===== config.mk =====
export PLATFORM = sky130hd
export DESIGN_NAME = positional_list_engine_unit
export DESIGN_NICKNAME = d
export VERILOG_FILES = /design/src/design/ple_pkg.sv /design/src/design/positional_list_engine_unit.sv
export SDC_FILE = /design/constraint.sdc
export NUM_CORES = 1
export LEC_CHECK = 0
export BUFFER_PORTS_ARGS = -buffer_cell sky130_fd_sc_hd__buf_2
export CORE_MARGIN = 4
export CORE_UTILIZATION = 35
export CTS_CLUSTER_SIZE = 25
export DETAILED_ROUTE_END_ITERATION = 10
export PLACE_DENSITY = 0.47
export SYNTH_ARGS = -nofsm -noshare
export SYNTH_HDL_FRONTEND = slang
export SYNTH_SLANG_ARGS = --single-unit

===== constraint.sdc =====
create_clock -name aclk -period 14.5 [get_ports aclk]
set_input_delay 0.725 -clock aclk [delete_from_list [all_inputs] [get_ports aclk]]
set_output_delay 0.725 -clock aclk [all_outputs]
set_load 0.03 [all_outputs]

===== src/design/ple_pkg.sv =====
// ----------------------------------------------------------------------------
// ple_pkg: shared types and constants of the positional list engine
// Sizes of the list memory, operation and status codes, and sequencer states.
// ----------------------------------------------------------------------------
package ple_pkg;

    // List capacity (2..64)
    localparam int DEPTH = 32;
    // Entry index width and entry count width
    localparam int AW    = (DEPTH > 1) ? $clog2(DEPTH) : 1;
    localparam int CW    = $clog2(DEPTH + 1);

    // Field widths fixed by the stream format
    localparam int VAL_W    = 32;
    localparam int POS_W    = 7;
    localparam int KIND_W   = 3;
    localparam int STAT_W   = 2;
    localparam int TDATA_W  = 40;

    // Operation codes carried in s_tuser
    typedef enum logic [KIND_W-1:0] {
        OP_INS_FRONT = 3'd0,
        OP_INS_BACK  = 3'd1,
        OP_INS_POS   = 3'd2,
        OP_DEL_FRONT = 3'd3,
        OP_DEL_BACK  = 3'd4,
        OP_DEL_POS   = 3'd5
    } kind_t;

    // Result status codes carried in m_tuser
    typedef enum logic [STAT_W-1:0] {
        STAT_OK     = 2'd0,
        STAT_FULL   = 2'd1,
        STAT_EMPTY  = 2'd2,
        STAT_BADPOS = 2'd3
    } status_t;

    // Sequencer states
    typedef enum logic [2:0] {
        ST_IDLE,
        ST_INS_SHIFT,
        ST_INS_FLUSH,
        ST_INS_PUT,
        ST_DEL_SHIFT,
        ST_DEL_FLUSH,
        ST_DONE
    } state_t;

endpackage


===== src/design/positional_list_engine_unit.sv =====
// ----------------------------------------------------------------------------
// positional_list_engine_unit: bounded ordered list with positional access
// Keeps up to DEPTH signed 32-bit values in one synchronous RAM and applies
// insert/delete operations at the front, the back or a 1-based position.
// ----------------------------------------------------------------------------
// The list lives in a single-port-read, single-port-write RAM with entry 0 as
// the front, and every insert or delete moves the entries behind the affected
// slot one place, one entry per clock. An insert that must move entries runs
// its shift, flush and put states, an append goes straight to the put state,
// a delete runs its shift and flush states, and a rejected or unknown operation
// goes straight to the done state; the block then returns to idle before the
// next transfer is taken. A front delete from a full list, or a front insert
// with one slot left, is the slowest case. One item is worked on at a time;
// the finished result sits in an output register, so the next item is taken
// while it waits.
module positional_list_engine_unit (
    input  logic                           aclk,
    input  logic                           aresetn,
    // Input stream
    input  logic                           s_tvalid,
    output logic                           s_tready,
    input  logic [ple_pkg::TDATA_W-1:0]    s_tdata,   // [31:0] value, [38:32] position
    input  logic [ple_pkg::KIND_W-1:0]     s_tuser,   // [2:0] kind
    // Result stream
    output logic                           m_tvalid,
    input  logic                           m_tready,
    output logic [ple_pkg::TDATA_W-1:0]    m_tdata,   // [31:0] removed_value, [38:32] count_after
    output logic [ple_pkg::STAT_W-1:0]     m_tuser    // [1:0] status
);

    localparam int AW = ple_pkg::AW;
    localparam int CW = ple_pkg::CW;

    // Input field unpacking
    ple_pkg::kind_t                    in_kind;
    logic signed [ple_pkg::VAL_W-1:0]  in_value;
    logic [ple_pkg::POS_W-1:0]         in_pos;

    assign in_kind  = ple_pkg::kind_t'(s_tuser);
    assign in_value = s_tdata[ple_pkg::VAL_W-1:0];
    assign in_pos   = s_tdata[ple_pkg::VAL_W+ple_pkg::POS_W-1:ple_pkg::VAL_W];

    // State and datapath registers
    ple_pkg::state_t                   state_reg, state_next;
    logic [CW-1:0]                     cnt_reg, cnt_next;
    logic [AW-1:0]                     ptr_reg, ptr_next;
    logic [AW-1:0]                     base_reg, base_next;
    logic signed [ple_pkg::VAL_W-1:0]  val_reg, val_next;
    logic [AW-1:0]                     rd_addr_reg, rd_addr_next;
    logic                              rd_pend_reg, rd_pend_next;
    logic signed [ple_pkg::VAL_W-1:0]  rd_data_reg;
    logic signed [ple_pkg::VAL_W-1:0]  res_removed_reg, res_removed_next;
    ple_pkg::status_t                  res_status_reg, res_status_next;
    logic                              m_tvalid_reg, m_tvalid_next;
    logic signed [ple_pkg::VAL_W-1:0]  m_removed_reg, m_removed_next;
    ple_pkg::status_t                  m_status_reg, m_status_next;
    logic [CW-1:0]                     m_count_reg, m_count_next;

    // List memory and its port controls
    logic signed [ple_pkg::VAL_W-1:0]  mem [ple_pkg::DEPTH];
    logic                              rd_en;
    logic                              wr_en;
    logic [AW-1:0]                     wr_addr;
    logic signed [ple_pkg::VAL_W-1:0]  wr_data;

    // Decode of the offered operation
    logic          accept;
    logic          out_free;
    logic          is_full;
    logic          is_empty;
    logic          pos_ok;
    logic          ins_go;
    logic          del_go;
    logic [AW-1:0] ins_idx;
    logic [AW-1:0] del_idx;
    logic [AW-1:0] last_idx;
    ple_pkg::status_t in_status;

    assign accept   = s_tvalid && s_tready;
    assign out_free = !m_tvalid_reg || m_tready;
    assign is_full  = (cnt_reg >= CW'(ple_pkg::DEPTH));
    assign is_empty = (cnt_reg == '0);
    assign pos_ok   = (in_pos != '0) && (in_pos <= ple_pkg::POS_W'(cnt_reg));
    assign last_idx = AW'(cnt_reg - CW'(1));

    // Target slot and immediate status
    always_comb begin
        ins_go    = 1'b0;
        del_go    = 1'b0;
        ins_idx   = '0;
        del_idx   = '0;
        in_status = ple_pkg::STAT_OK;
        case (in_kind) inside
            ple_pkg::OP_INS_FRONT, ple_pkg::OP_INS_BACK, ple_pkg::OP_INS_POS: begin
                if (is_full) begin
                    in_status = ple_pkg::STAT_FULL;
                end else if (in_kind == ple_pkg::OP_INS_FRONT) begin
                    ins_go  = 1'b1;
                    ins_idx = '0;
                end else if (in_kind == ple_pkg::OP_INS_BACK) begin
                    ins_go  = 1'b1;
                    ins_idx = AW'(cnt_reg);
                end else if (!pos_ok) begin
                    in_status = ple_pkg::STAT_BADPOS;
                end else begin
                    ins_go  = 1'b1;
                    ins_idx = AW'(in_pos - ple_pkg::POS_W'(1));
                end
            end
            ple_pkg::OP_DEL_FRONT, ple_pkg::OP_DEL_BACK, ple_pkg::OP_DEL_POS: begin
                if (is_empty) begin
                    in_status = ple_pkg::STAT_EMPTY;
                end else if (in_kind == ple_pkg::OP_DEL_FRONT) begin
                    del_go  = 1'b1;
                    del_idx = '0;
                end else if (in_kind == ple_pkg::OP_DEL_BACK) begin
                    del_go  = 1'b1;
                    del_idx = last_idx;
                end else if (!pos_ok) begin
                    in_status = ple_pkg::STAT_BADPOS;
                end else begin
                    del_go  = 1'b1;
                    del_idx = AW'(in_pos - ple_pkg::POS_W'(1));
                end
            end
            default: begin
                in_status = ple_pkg::STAT_OK;
            end
        endcase
    end

    // Next state
    always_comb begin
        state_next = state_reg;
        unique case (state_reg)
            ple_pkg::ST_IDLE: begin
                if (accept) begin
                    if (ins_go) begin
                        state_next = (cnt_reg > CW'(ins_idx)) ? ple_pkg::ST_INS_SHIFT
                                                              : ple_pkg::ST_INS_PUT;
                    end else if (del_go) begin
                        state_next = ple_pkg::ST_DEL_SHIFT;
                    end else begin
                        state_next = ple_pkg::ST_DONE;
                    end
                end
            end
            ple_pkg::ST_INS_SHIFT: begin
                if (ptr_reg == base_reg) state_next = ple_pkg::ST_INS_FLUSH;
            end
            ple_pkg::ST_INS_FLUSH: state_next = ple_pkg::ST_INS_PUT;
            ple_pkg::ST_INS_PUT:   state_next = ple_pkg::ST_DONE;
            ple_pkg::ST_DEL_SHIFT: begin
                if (ptr_reg == last_idx) state_next = ple_pkg::ST_DEL_FLUSH;
            end
            ple_pkg::ST_DEL_FLUSH: state_next = ple_pkg::ST_DONE;
            ple_pkg::ST_DONE: begin
                if (out_free) state_next = ple_pkg::ST_IDLE;
            end
            default: state_next = ple_pkg::ST_IDLE;
        endcase
    end

    // Outputs: memory port controls and handshake
    always_comb begin
        s_tready = (state_reg == ple_pkg::ST_IDLE);
        rd_en    = 1'b0;
        wr_en    = 1'b0;
        wr_addr  = '0;
        wr_data  = rd_data_reg;
        unique case (state_reg) inside
            ple_pkg::ST_INS_SHIFT, ple_pkg::ST_INS_FLUSH: begin
                // move the entry read last cycle one slot toward the back
                rd_en   = (state_reg == ple_pkg::ST_INS_SHIFT);
                wr_en   = rd_pend_reg;
                wr_addr = AW'(rd_addr_reg + AW'(1));
            end
            ple_pkg::ST_INS_PUT: begin
                wr_en   = 1'b1;
                wr_addr = base_reg;
                wr_data = val_reg;
            end
            ple_pkg::ST_DEL_SHIFT, ple_pkg::ST_DEL_FLUSH: begin
                // the first read is the removed entry; later ones move forward
                rd_en   = (state_reg == ple_pkg::ST_DEL_SHIFT);
                wr_en   = rd_pend_reg && (rd_addr_reg != base_reg);
                wr_addr = AW'(rd_addr_reg - AW'(1));
            end
            default: begin
                rd_en = 1'b0;
            end
        endcase
    end

    // Datapath next values
    always_comb begin
        cnt_next         = cnt_reg;
        ptr_next         = ptr_reg;
        base_next        = base_reg;
        val_next         = val_reg;
        rd_addr_next     = rd_addr_reg;
        rd_pend_next     = 1'b0;
        res_removed_next = res_removed_reg;
        res_status_next  = res_status_reg;
        m_removed_next   = m_removed_reg;
        m_status_next    = m_status_reg;
        m_count_next     = m_count_reg;
        m_tvalid_next    = m_tready ? 1'b0 : m_tvalid_reg;

        case (state_reg) inside
            ple_pkg::ST_IDLE: begin
                if (accept) begin
                    base_next        = ins_go ? ins_idx : del_idx;
                    ptr_next         = ins_go ? last_idx : del_idx;
                    val_next         = in_value;
                    res_removed_next = '0;
                    res_status_next  = in_status;
                end
            end
            ple_pkg::ST_INS_SHIFT: begin
                rd_addr_next = ptr_reg;
                rd_pend_next = 1'b1;
                if (ptr_reg != base_reg) ptr_next = AW'(ptr_reg - AW'(1));
            end
            ple_pkg::ST_INS_PUT: begin
                cnt_next = CW'(cnt_reg + CW'(1));
            end
            ple_pkg::ST_DEL_SHIFT, ple_pkg::ST_DEL_FLUSH: begin
                if (rd_pend_reg && (rd_addr_reg == base_reg)) begin
                    res_removed_next = rd_data_reg;
                end
                if (state_reg == ple_pkg::ST_DEL_SHIFT) begin
                    rd_addr_next = ptr_reg;
                    rd_pend_next = 1'b1;
                    if (ptr_reg != last_idx) ptr_next = AW'(ptr_reg + AW'(1));
                end else begin
                    cnt_next = CW'(cnt_reg - CW'(1));
                end
            end
            ple_pkg::ST_DONE: begin
                if (out_free) begin
                    m_tvalid_next  = 1'b1;
                    m_removed_next = res_removed_reg;
                    m_status_next  = res_status_reg;
                    m_count_next   = cnt_reg;
                end
            end
            default: begin
                rd_pend_next = 1'b0;
            end
        endcase
    end

    // Control registers
    always_ff @(posedge aclk) begin
        if (!aresetn) begin
            state_reg    <= ple_pkg::ST_IDLE;
            cnt_reg      <= '0;
            rd_pend_reg  <= 1'b0;
            m_tvalid_reg <= 1'b0;
        end else begin
            state_reg    <= state_next;
            cnt_reg      <= cnt_next;
            rd_pend_reg  <= rd_pend_next;
            m_tvalid_reg <= m_tvalid_next;
        end
    end

    // Payload registers
    always_ff @(posedge aclk) begin
        ptr_reg         <= ptr_next;
        base_reg        <= base_next;
        val_reg         <= val_next;
        rd_addr_reg     <= rd_addr_next;
        res_removed_reg <= res_removed_next;
        res_status_reg  <= res_status_next;
        m_removed_reg   <= m_removed_next;
        m_status_reg    <= m_status_next;
        m_count_reg     <= m_count_next;
    end

    // List memory: one write, one registered read per cycle
    always_ff @(posedge aclk) begin
        if (wr_en) mem[wr_addr] <= wr_data;
        if (rd_en) rd_data_reg <= mem[ptr_reg];
    end

    // Result stream
    assign m_tvalid = m_tvalid_reg;
    assign m_tdata  = {{(ple_pkg::TDATA_W - ple_pkg::VAL_W - ple_pkg::POS_W){1'b0}},
                       ple_pkg::POS_W'(m_count_reg), m_removed_reg};
    assign m_tuser  = m_status_reg;

`ifndef ASSERT_OFF
    // Count never exceeds capacity
    a_cnt_bound: assert property (@(posedge aclk) disable iff (!aresetn)
        cnt_reg <= CW'(ple_pkg::DEPTH))
        else $error("entry count above capacity");

    // Count moves by at most one per cycle
    a_cnt_step: assert property (@(posedge aclk) disable iff (!aresetn)
        (cnt_reg != $past(cnt_reg)) |->
            (cnt_reg == CW'($past(cnt_reg) + CW'(1)) ||
             cnt_reg == CW'($past(cnt_reg) - CW'(1))))
        else $error("entry count jumped");

    // A shift write never hits the entry being read in the same cycle
    a_no_overlap: assert property (@(posedge aclk) disable iff (!aresetn)
        (wr_en && rd_en) |-> (wr_addr != ptr_reg))
        else $error("memory read and write collide");

    // A new result is only loaded from the done state
    a_res_src: assert property (@(posedge aclk) disable iff (!aresetn)
        (m_tvalid_reg && !$past(m_tvalid_reg)) |-> ($past(state_reg) == ple_pkg::ST_DONE))
        else $error("result raised outside done state");

    // A full status always reports a full list
    a_full_cnt: assert property (@(posedge aclk) disable iff (!aresetn)
        (m_tvalid_reg && m_status_reg == ple_pkg::STAT_FULL) |->
            (m_count_reg == CW'(ple_pkg::DEPTH)))
        else $error("full status with list not full");
`endif

endmodule


Word-level counts from Yosys, hierarchy flattened
Memory sizes are Yosys's and may differ from the RTL's. A register that Yosys moved wholly into a read port is not among the register bits.
Index checks and enable logic that the tools add are counted.

word-level totals
  bits in registers = 132
  RAM bits = 1024
  bits of input ports = 47
  output and inout bits = 44
  logic and storage cells = 164
  memories = 1

cells by class
  add/sub/neg operators = 7
  magnitude comparators = 3
  eq/ne operators = 27
  muxes and demuxes = 77
  bitwise logic cells = 5
  reductions and logical operators = 31

memories
  name  words  width  read ports  clocked after memory_dff  wr ports  RTL line                           text
  mem   32     32     1           1                         1         positional_list_engine_unit.sv:60  logic signed [ple_pkg::VAL_W-1:0] mem [ple_pkg::DEPTH];

operators by type and width
  kind                 count
  $mux 32              7
  $mux 5               24
  $mux 1               23
  $mux 2               11
  $mux 6               3
  $pmux 3 s6           1
  $eq 3x3->1 const B   5
  $eq 5x5->1           3
  $mux 3               5
  $ne 5x5->1           3
  $pmux 5 s3           1
  $sub 5x1->5 const B  3
  $ne 2x2->1 const B   7
  $eq 3x2->1 const B   4
  $reduce_and 4->1     3
  $reduce_and 6->1     2
  $add 5x1->5 const B  2
  $reduce_bool 2->1    5
  $reduce_bool 3->1    3
  $reduce_or 2->1      4
  $le 7x6->1           1
  $reduce_bool 7->1    1
  $add 6x1->6 const B  1
  $eq 3x1->1 const B   2
  17 further kinds     26

Depth between registers and ports, before layout
Gate-level depths: netlist of the first run.

  depth after elaboration = 12
  depth in mapped cells = 15
  mapped depth without buffers = 14

Worst setup path before layout of the first run
OpenSTA, ideal clock, no wires.

  path type = register -> register
  start = register state_reg[2]
  end = memory mem[0][0] in the netlist's numbering (enable)
  library setup time = 0.461 ns
  arrival = 4.637 ns
  data required time = 14.039 ns
  slack = 9.402 ns
  stages on the path, launching flop included = 11
  buffers on the path = 2
  clock period less this slack = 5.098 ns
  cell sequence = dfxtp_1 > nor2b_1 > clkbuf_1 > ha_1 > nor2b_1 > o21ai_1 > nor3b_1 > nor2_1 > a211o_1 > clkbuf_1 > nor3_1

between the ends
  word-level cells in the longest chain between the ends = 5
  elaborated cells between the ends (all ways) = 11
  those cells by class = eq/ne: 5; mux: 4; reduce/logical: 2

ends and longest elaborated chain
  what                                      RTL line                            text
  start, declared                           positional_list_engine_unit.sv:44   ple_pkg::state_t state_reg, state_next;
  start signal, assigned                    positional_list_engine_unit.sv:257  state_reg <= ple_pkg::ST_IDLE;
  start signal, assigned                    positional_list_engine_unit.sv:262  state_reg <= state_next;
  $eq 3x3->1, or another cell as far along  --
  $reduce_or 2->1                           positional_list_engine_unit.sv:171  unique case (state_reg) inside
  $pmux 1 s3                                positional_list_engine_unit.sv:171
  $mux 1                                    positional_list_engine_unit.sv:284  if (wr_en) mem[wr_addr] <= wr_data;
  $mux 1 (not written as such)              positional_list_engine_unit.sv:284
  end, declared                             positional_list_engine_unit.sv:60

Parallel ways exist; a longest one is shown, timed or not.

Worst setup path in the final report of the first run
  start = register state_reg[2]
  end = memory mem[2][13] in the netlist's numbering (enable)

The elaborated chain is that of the path after synthesis.

==> results of run 1 <==
-- cells by family after synthesis --
logic type	after synthesis	share of synthesized area [%]
buffers and inverters	120	1.15
XOR/XNOR	32	0.606
adder cells (fa/ha/maj)	23	0.655
other	1	0.00811
multiplexers	384	17.1
AO/OA/AOI/OAI	95	1.39
flip-flops	1188	76.9
AND/OR/NAND/NOR	190	2.12
-- worst register-to-register path: stages (launching register included) --
cell and delay, ps:
sky130_fd_sc_hd__dfxtp_1 630, sky130_fd_sc_hd__nor2b_1 860, sky130_fd_sc_hd__ha_1 420, sky130_fd_sc_hd__nor2b_1 140, sky130_fd_sc_hd__o21ai_1 170, sky130_fd_sc_hd__nor3b_1 400
sky130_fd_sc_hd__nor2_1 130, sky130_fd_sc_hd__a211o_1 610, sky130_fd_sc_hd__nor3_2 800, sky130_fd_sc_hd__buf_4 640
-- how the worst min path moves through the flow --
stage / endpoint / slack [ps] / cells after the start
after CTS: val_reg[26] / 80 / 1
after detailed placement: m_removed_reg[31] / 410 / 0
final: val_reg[7] / 150 / 1
after global routing: val_reg[10] / 110 / 1
after floorplan: m_removed_reg[0] / 400 / 0
after global placement: m_removed_reg[7] / 400 / 0
-- per-layer routing --
metal | track usage (%) | vias up
met2 | 28.5 | 636
met5 | 0 | -
li1 | - | 8994
met3 | 3.51 | 163
met1 | 23.2 | 11700
met4 | 4.69 | 0
-- power by group through the flow --
stage	clock, mW	combinational (mW)	sequential (mW)
floorplan	0	2.22	4.76
global placement	0	3.10	4.81
detailed placement	0	3.18	4.82
CTS	3.29	3.18	4.75
global route	3.43	3.38	4.77
finish	3.19	3.11	4.74
-- cell type report --
type	count	share of cell area (%)
clock buffer	163	6.54
clock inverter	65	1.14
inverter	19	0.134
multi-input combinational	726	19.4
sequential	1188	66.8
tap	1755	4.12
timing repair buffer	159	1.88
-- per-stage QoR --
step           setup slack (ps)  utilization [%]  power [mW]  cell area (um^2)  cells
2_1_floorplan              9400                -        6.98             46200   2034
6_report                   9290             40.5        11.0             53200   4075
3_3_place_gp               9410             37.4        7.91             49100   3847
4_1_cts                    9320             40.5        11.2             53200   4075
5_1_grt                    9030             40.5        11.6             53200   4075
3_5_place_dp               9340             37.4        8.00             49100   3847
-- Yosys cell counts, drive strengths merged (16+ instances only) --
cell type     n  area, um^2
nand2        40         150
edfxtp     1177       35300
buf          38         225
inv          18        67.6
xor2         16         140
mux2         64         721
nor2b        38         238
mux4        320        7210
nor2         25        93.8
o21ai        16        80.1
clkbuf       63         236
ha           21         263
xnor2        16         140
nor3         39         195
a21oi        25         125
==> flow_summary.rst, run 1 <==
.. list-table::
   :header-rows: 1

   * - Metric
     - Value
   * - Status
     - finished, final reports clean
   * - Type of element launching the critical path
     - register
   * - Share of flip-flops with an asynchronous set or reset after synthesis
     - 0%
   * - Drt pass-1 iters
     - 6
   * - Area of the mapped netlist
     - 46200 um^2
   * - Post-layout net count
     - 2295
   * - Dominant cell type by count on the critical path
     - sky130_fd_sc_hd__nor2b_1
   * - Number of vias after detailed routing
     - 21500
   * - Area of the multi-input gates
     - 10300 um^2
   * - Die Span Y
     - roughly 370 um
   * - Final worst hold slack
     - 153 ps
   * - Fraction of layout instances using a drive strength above 1
     - 32.6%
   * - Diodes inserted
     - 0
   * - Clock tree from TritonCTS
     - done
   * - Static power due to leakage
     - 16.6 nW
   * - Largest delay contributor family on the critical path
     - simple AND/OR/NAND/NOR gates
   * - Min cycle time layout
     - 5210 ps
   * - Start point of the worst hold path
     - s_tdata[7]
   * - Crit path from
     - state_reg[2]
   * - Core area
     - approximately 130000 um^2
   * - Maximum number of pins on one net before global-route repair
     - 151
   * - Number of global-route vias before repair
     - 22800
   * - Routed metal-1 wire length
     - 50200 um
   * - Width of the chip
     - 371 um
   * - Kind of end point of the critical path
     - register
   * - Number of buffers inserted for hold repair after clock tree synthesis
     - 0
   * - Fraction of the yosys area taken by sequential cells
     - between 70% and 80%
   * - Peak supply drop
     - 0.171 mV
   * - Most flop-heavy register
     - mem
   * - Number of DRC violations after detailed-routing iteration 0
     - 1796
   * - Commonest non-fill, non-tap cells in the layout
     - sky130_fd_sc_hd__edfxtp_1, sky130_fd_sc_hd__mux4_2, sky130_fd_sc_hd__clkbuf_16
   * - Vias per cell
     - 5.28
   * - Crit share post-route
     - between 30 and 40%
   * - Power density normalized to cell area
     - 207 nW/um^2
   * - Slew @ Worst Pin
     - 1070 ps
   * - Buffer type at the clock tree root
     - sky130_fd_sc_hd__clkbuf_16
   * - Crit path to
     - mem[2][13]
   * - RSZ-0062 raised after global routing
     - no
   * - Metal3 WL
     - 6700 um
   * - Clk sink count
     - 1188
   * - Hold violation total from the final report
     - 0
   * - Setup slack on the worst flop-to-flop path
     - around 9300 ps
   * - Number of pins with negative max-slew slack in the final report
     - 0
   * - Mean instance size in the synthesized netlist
     - 22.7 um^2
   * - Residual DRC
     - 0
   * - Total net switching power
     - ~3.3 mW
   * - Layout overhead on the synthesized area
     - 15.1%
   * - Slowest-stage cell, CP
     - sky130_fd_sc_hd__nor2b_1
   * - Number of buffers added on ports
     - 87
   * - Gate count after technology mapping
     - 2033
   * - Post-synth EDFFs
     - 1177
   * - Number of distinct library cell variants in the gate-level netlist after synthesis
     - 64
   * - Antenna violations before repair
     - 4
   * - Arrival time of data at the critical path endpoint
     - 5580 ps
   * - Buffers inserted during post-CTS setup optimization
     - 0
   * - Total Neg Setup Slack
     - 0 ps
   * - DPL Wire Length
     - 60400 um
   * - FF+latch count, synth
     - 1188
   * - Required time at the worst-slack endpoint
     - 14870 ps
   * - Count of final setup violators
     - 0
   * - Relative max-transition margin
     - 28.7%
   * - Post-cts resize count
     - 0
   * - Commonest non-fill, non-tap cell in the layout
     - sky130_fd_sc_hd__edfxtp_1
   * - Total wire length
     - 117000 um
   * - Predominant post-synthesis flop cell
     - sky130_fd_sc_hd__edfxtp_1
   * - Std cell rows
     - 133
   * - Number of flip-flops in the largest register
     - around 1000
   * - Net switching share of the total power
     - 29.8%
   * - Highest cell delay on the worst timing path
     - 860 ps
   * - Instance count on the critical path
     - 9
   * - Worst-path cell chain
     - nor2b_1 -> ha_1 -> nor2b_1 -> o21ai_1 -> nor3b_1 -> nor2_1 -> a211o_1 -> nor3_2 -> buf_4
   * - Top layer reached by signal wires
     - met4
   * - Number of max-capacitance violations reported
     - 0
   * - Critical Setup Path Class
     - reg2reg
   * - I/O pin cnt
     - 91
   * - R2R cell count
     - 9
   * - Number of CTS-inserted buffers
     - between 100 and 150
   * - Largest fanout on the critical path
     - 26
   * - DIE AREA
     - 138000 um^2
   * - Bufs and invs on worst path
     - 1
   * - Longest Clk Path Bufs
     - 3
   * - Clock skew after layout
     - 25.9 ps
   * - Power share of the sequential group
     - 43.0%
   * - Layout fillers
     - 11500
   * - Sum of overflow across all layers after global routing
     - 0
   * - Initial Util
     - around a third
   * - Proportion of power drawn by the clock network
     - slightly below 30%
   * - Fraction of power consumed by combinational cells
     - between 20% and 30%
   * - Clk slew on worst S/H paths
     - 60 ps
   * - Clock latency reported for the late side of the worst-skew pair
     - between 700 and 800 ps
   * - Deepest level of the CTS H-tree
     - 4
   * - Remaining number of nets flagged by the antenna check after routing
     - 0
   * - Met2 wire length
     - 58000 um
   * - Total of warnings raised by yosys
     - 0
   * - Endpoint of the lowest-slack register-to-register path
     - mem[2][13]
   * - Routed length per placed instance
     - 28.8 um
   * - Placer Congestion
     - approximately 0.78
   * - HP Class
     - in2reg
   * - Internal Power
     - 7.76 mW
   * - Area taken by flip-flops and latches
     - around 36000 um^2
   * - Top achievable clock speed
     - around 190 MHz
   * - Global-route usage over all layers
     - 17.2%
   * - Launch point of the worst reg-to-reg path
     - state_reg[2]
   * - Global-route wire length before repair
     - 167000 um
(Power assumes the default switching activity.)
==> inputs of run 2 (changes only) <==
clock period = 5.2 ns   (was 14.5 ns; I/O delays follow)
==> flow_summary.rst, run 2 (synthesis gave the netlist of run 1 again) <==
.. list-table::
   :header-rows: 1

   * - Metric
     - Value
   * - DPL Wire Length
     - 65800 um (+9.0%)
   * - Clock tree from TritonCTS
     - done
   * - Sum of overflow across all layers after global routing
     - 0 (unchanged)
   * - Layout fillers
     - 11500 (-0.070%)
   * - Vias per cell
     - 5.21 (-1.4%)
   * - Min cycle time layout
     - 4120 ps (-1090 ps)
   * - Required time at the worst-slack endpoint
     - 5560 ps (-9310 ps)
   * - Fraction of layout instances using a drive strength above 1
     - 32.4% (-0.18 points)
   * - Total Neg Setup Slack
     - 0 ps (unchanged)
   * - Slew @ Worst Pin
     - 1200 ps (+126 ps)
   * - Critical Setup Path Class
     - reg2reg
   * - Deepest level of the CTS H-tree
     - 4 (unchanged)
   * - Clk sink count
     - 1188 (unchanged)
   * - RSZ-0062 raised after global routing
     - no
   * - Post-route worst setup slack
     - 1080 ps (-8210 ps)
   * - Number of pins with negative max-slew slack in the final report
     - 0 (unchanged)
   * - Buffer type at the clock tree root
     - sky130_fd_sc_hd__clkbuf_16
   * - Count of final setup violators
     - 0 (unchanged)
   * - Hold violation total from the final report
     - 0 (unchanged)
   * - Crit share post-route
     - 79.3% (+43 points)
   * - Static power due to leakage
     - 16.9 nW (+1.9%)
   * - Setup slack on the worst flop-to-flop path
     - 1080 ps (-8210 ps)
   * - Residual DRC
     - 0 (unchanged)
   * - Routed length per placed instance
     - 27.6 um (-4.0%)
   * - Area taken by flip-flops and latches
     - 35600 um^2 (unchanged)
   * - Type of element launching the critical path
     - register
   * - Longest Clk Path Bufs
     - 3 (unchanged)
   * - Top achievable clock speed
     - 243 MHz (+26%)
   * - Global-route usage over all layers
     - 16.7% (-0.44 points)
   * - Number of DRC violations after detailed-routing iteration 0
     - 1870 (+4.1%)
   * - Relative max-transition margin
     - 20.1% (-8.6 points)
   * - Power density normalized to cell area
     - 589 nW/um^2 (+180%)
   * - Global-route wire length before repair
     - 165000 um (-1.4%)
   * - Antenna violations before repair
     - 7 (+3)
   * - Clock latency reported for the late side of the worst-skew pair
     - 750 ps (about the same)
   * - Placer Congestion
     - 0.801 (+2.5%)
   * - Final worst hold slack
     - 90.9 ps (-62.2 ps)
   * - Number of max-capacitance violations reported
     - 0 (unchanged)
   * - I/O pin cnt
     - 91 (unchanged)
   * - Peak supply drop
     - 0.486 mV (+180%)
   * - Remaining number of nets flagged by the antenna check after routing
     - 0 (unchanged)
   * - Diodes inserted
     - 0 (unchanged)
   * - Clock skew after layout
     - 26.7 ps (+0.826 ps)
   * - Die Span Y
     - 371 um (unchanged)
   * - Number of CTS-inserted buffers
     - 131 (unchanged)
   * - Commonest non-fill, non-tap cell in the layout
     - sky130_fd_sc_hd__edfxtp_1
   * - Number of vias after detailed routing
     - 21500 (-0.21%)
   * - Worst slack, placed
     - 1180 ps (-8160 ps)
   * - Post-cts resize count
     - 0 (unchanged)
   * - Width of the chip
     - 371 um (unchanged)
   * - DIE AREA
     - 138000 um^2 (unchanged)
   * - Share of the core filled with cells
     - 41.1% (+0.55 points)
   * - Core area
     - 131000 um^2 (unchanged)
   * - Std cell rows
     - 133 (unchanged)
   * - Power consumption
     - 31.8 mW (+190%)
   * - Post-layout net count
     - 2337 (+1.8%)
   * - Most flop-heavy register
     - mem
   * - Layout overhead on the synthesized area
     - 16.7%
   * - Maximum number of pins on one net before global-route repair
     - 84 (-44%)
   * - HP Class
     - in2reg
   * - Drt pass-1 iters
     - 5 (-1)
   * - Number of flip-flops in the largest register
     - 1024 (unchanged)
   * - Arrival time of data at the critical path endpoint
     - 4480 ps (-1100 ps)
   * - Commonest non-fill, non-tap cells in the layout
     - sky130_fd_sc_hd__edfxtp_1, sky130_fd_sc_hd__mux4_2, sky130_fd_sc_hd__clkbuf_16
   * - Number of buffers added on ports
     - 87 (unchanged)
   * - Largest fanout on the critical path
     - 32 (+23%)
   * - Initial Util
     - 35.2% (unchanged)
   * - Number of global-route vias before repair
     - 22800 (-0.0044%)
   * - Kind of end point of the critical path
     - register
   * - Clk slew on worst S/H paths
     - 60 ps (about the same)
   * - Total wire length
     - 114000 um (-2.8%)
   * - Area of the multi-input gates
     - 10300 um^2 (unchanged)
   * - Status
     - finished, final reports clean
-- run 2: critical path: stages, from the launching register on --
cell                      delay [ps]
sky130_fd_sc_hd__dfxtp_1         610
sky130_fd_sc_hd__nor2b_1         510
sky130_fd_sc_hd__ha_1            370
sky130_fd_sc_hd__nor2b_1         160
sky130_fd_sc_hd__o21ai_1         170
sky130_fd_sc_hd__nor3b_1         350
sky130_fd_sc_hd__nor2_1          130
sky130_fd_sc_hd__a211o_1         670
sky130_fd_sc_hd__nor3_2          270
sky130_fd_sc_hd__buf_4           490
-- run 2: stage by stage --
stage | area, um^2 | cells
2_1_floorplan | 46200 | 2034
3_3_place_gp | 49400 | 3852
3_5_place_dp | 49400 | 3852
4_1_cts | 54000 | 4125
5_1_grt | 54000 | 4125
6_report | 54000 | 4125
-- run 2: power breakdown --
group,switching [mW],internal [mW]
sequential,0.378,12.9
clock,3.62,5.39
combinational,5.84,3.65
total,9.84,21.9
-- run 2: final cells by class --
class | instances | area share [%]
timing repair buffer | 201 | 3.03
clock buffer | 177 | 6.75
tap | 1755 | 4.07
inverter | 19 | 0.132
sequential | 1188 | 65.9
multi-input combinational | 726 | 19.1
clock inverter | 59 | 0.990
-- run 2: repair_timing --
action,in CTS,in global routing
hold endpoints to repair,43,0
hold buffers,37,0
buffers inserted,0,0
-- run 2: layer usage --
| layer | up-vias | global-route usage [%] | share of wire [%] |
|---|---|---|---|
| li1 | 9072 | - | - |
| met1 | 11700 | 24.1 | 46 |
| met3 | 144 | 3.91 | 6.1 |
| met4 | 0 | 4.53 | 2.0 |
| met2 | 566 | 25.7 | 46 |
| met5 | - | 0 | 0 |
-- run 2: path summary, 6_finish.rpt --
| path | from | end | depth (start not counted) |
|---|---|---|---|
| worst max-delay path | state_reg[2] | mem[3][23] | 9 |
| worst min-delay path | s_tvalid | state_reg[2] | 4 |
| worst max register to register | state_reg[2] | mem[3][23] | 9 |
| worst min register to register | res_removed_reg[0] | m_removed_reg[0] | 0 |
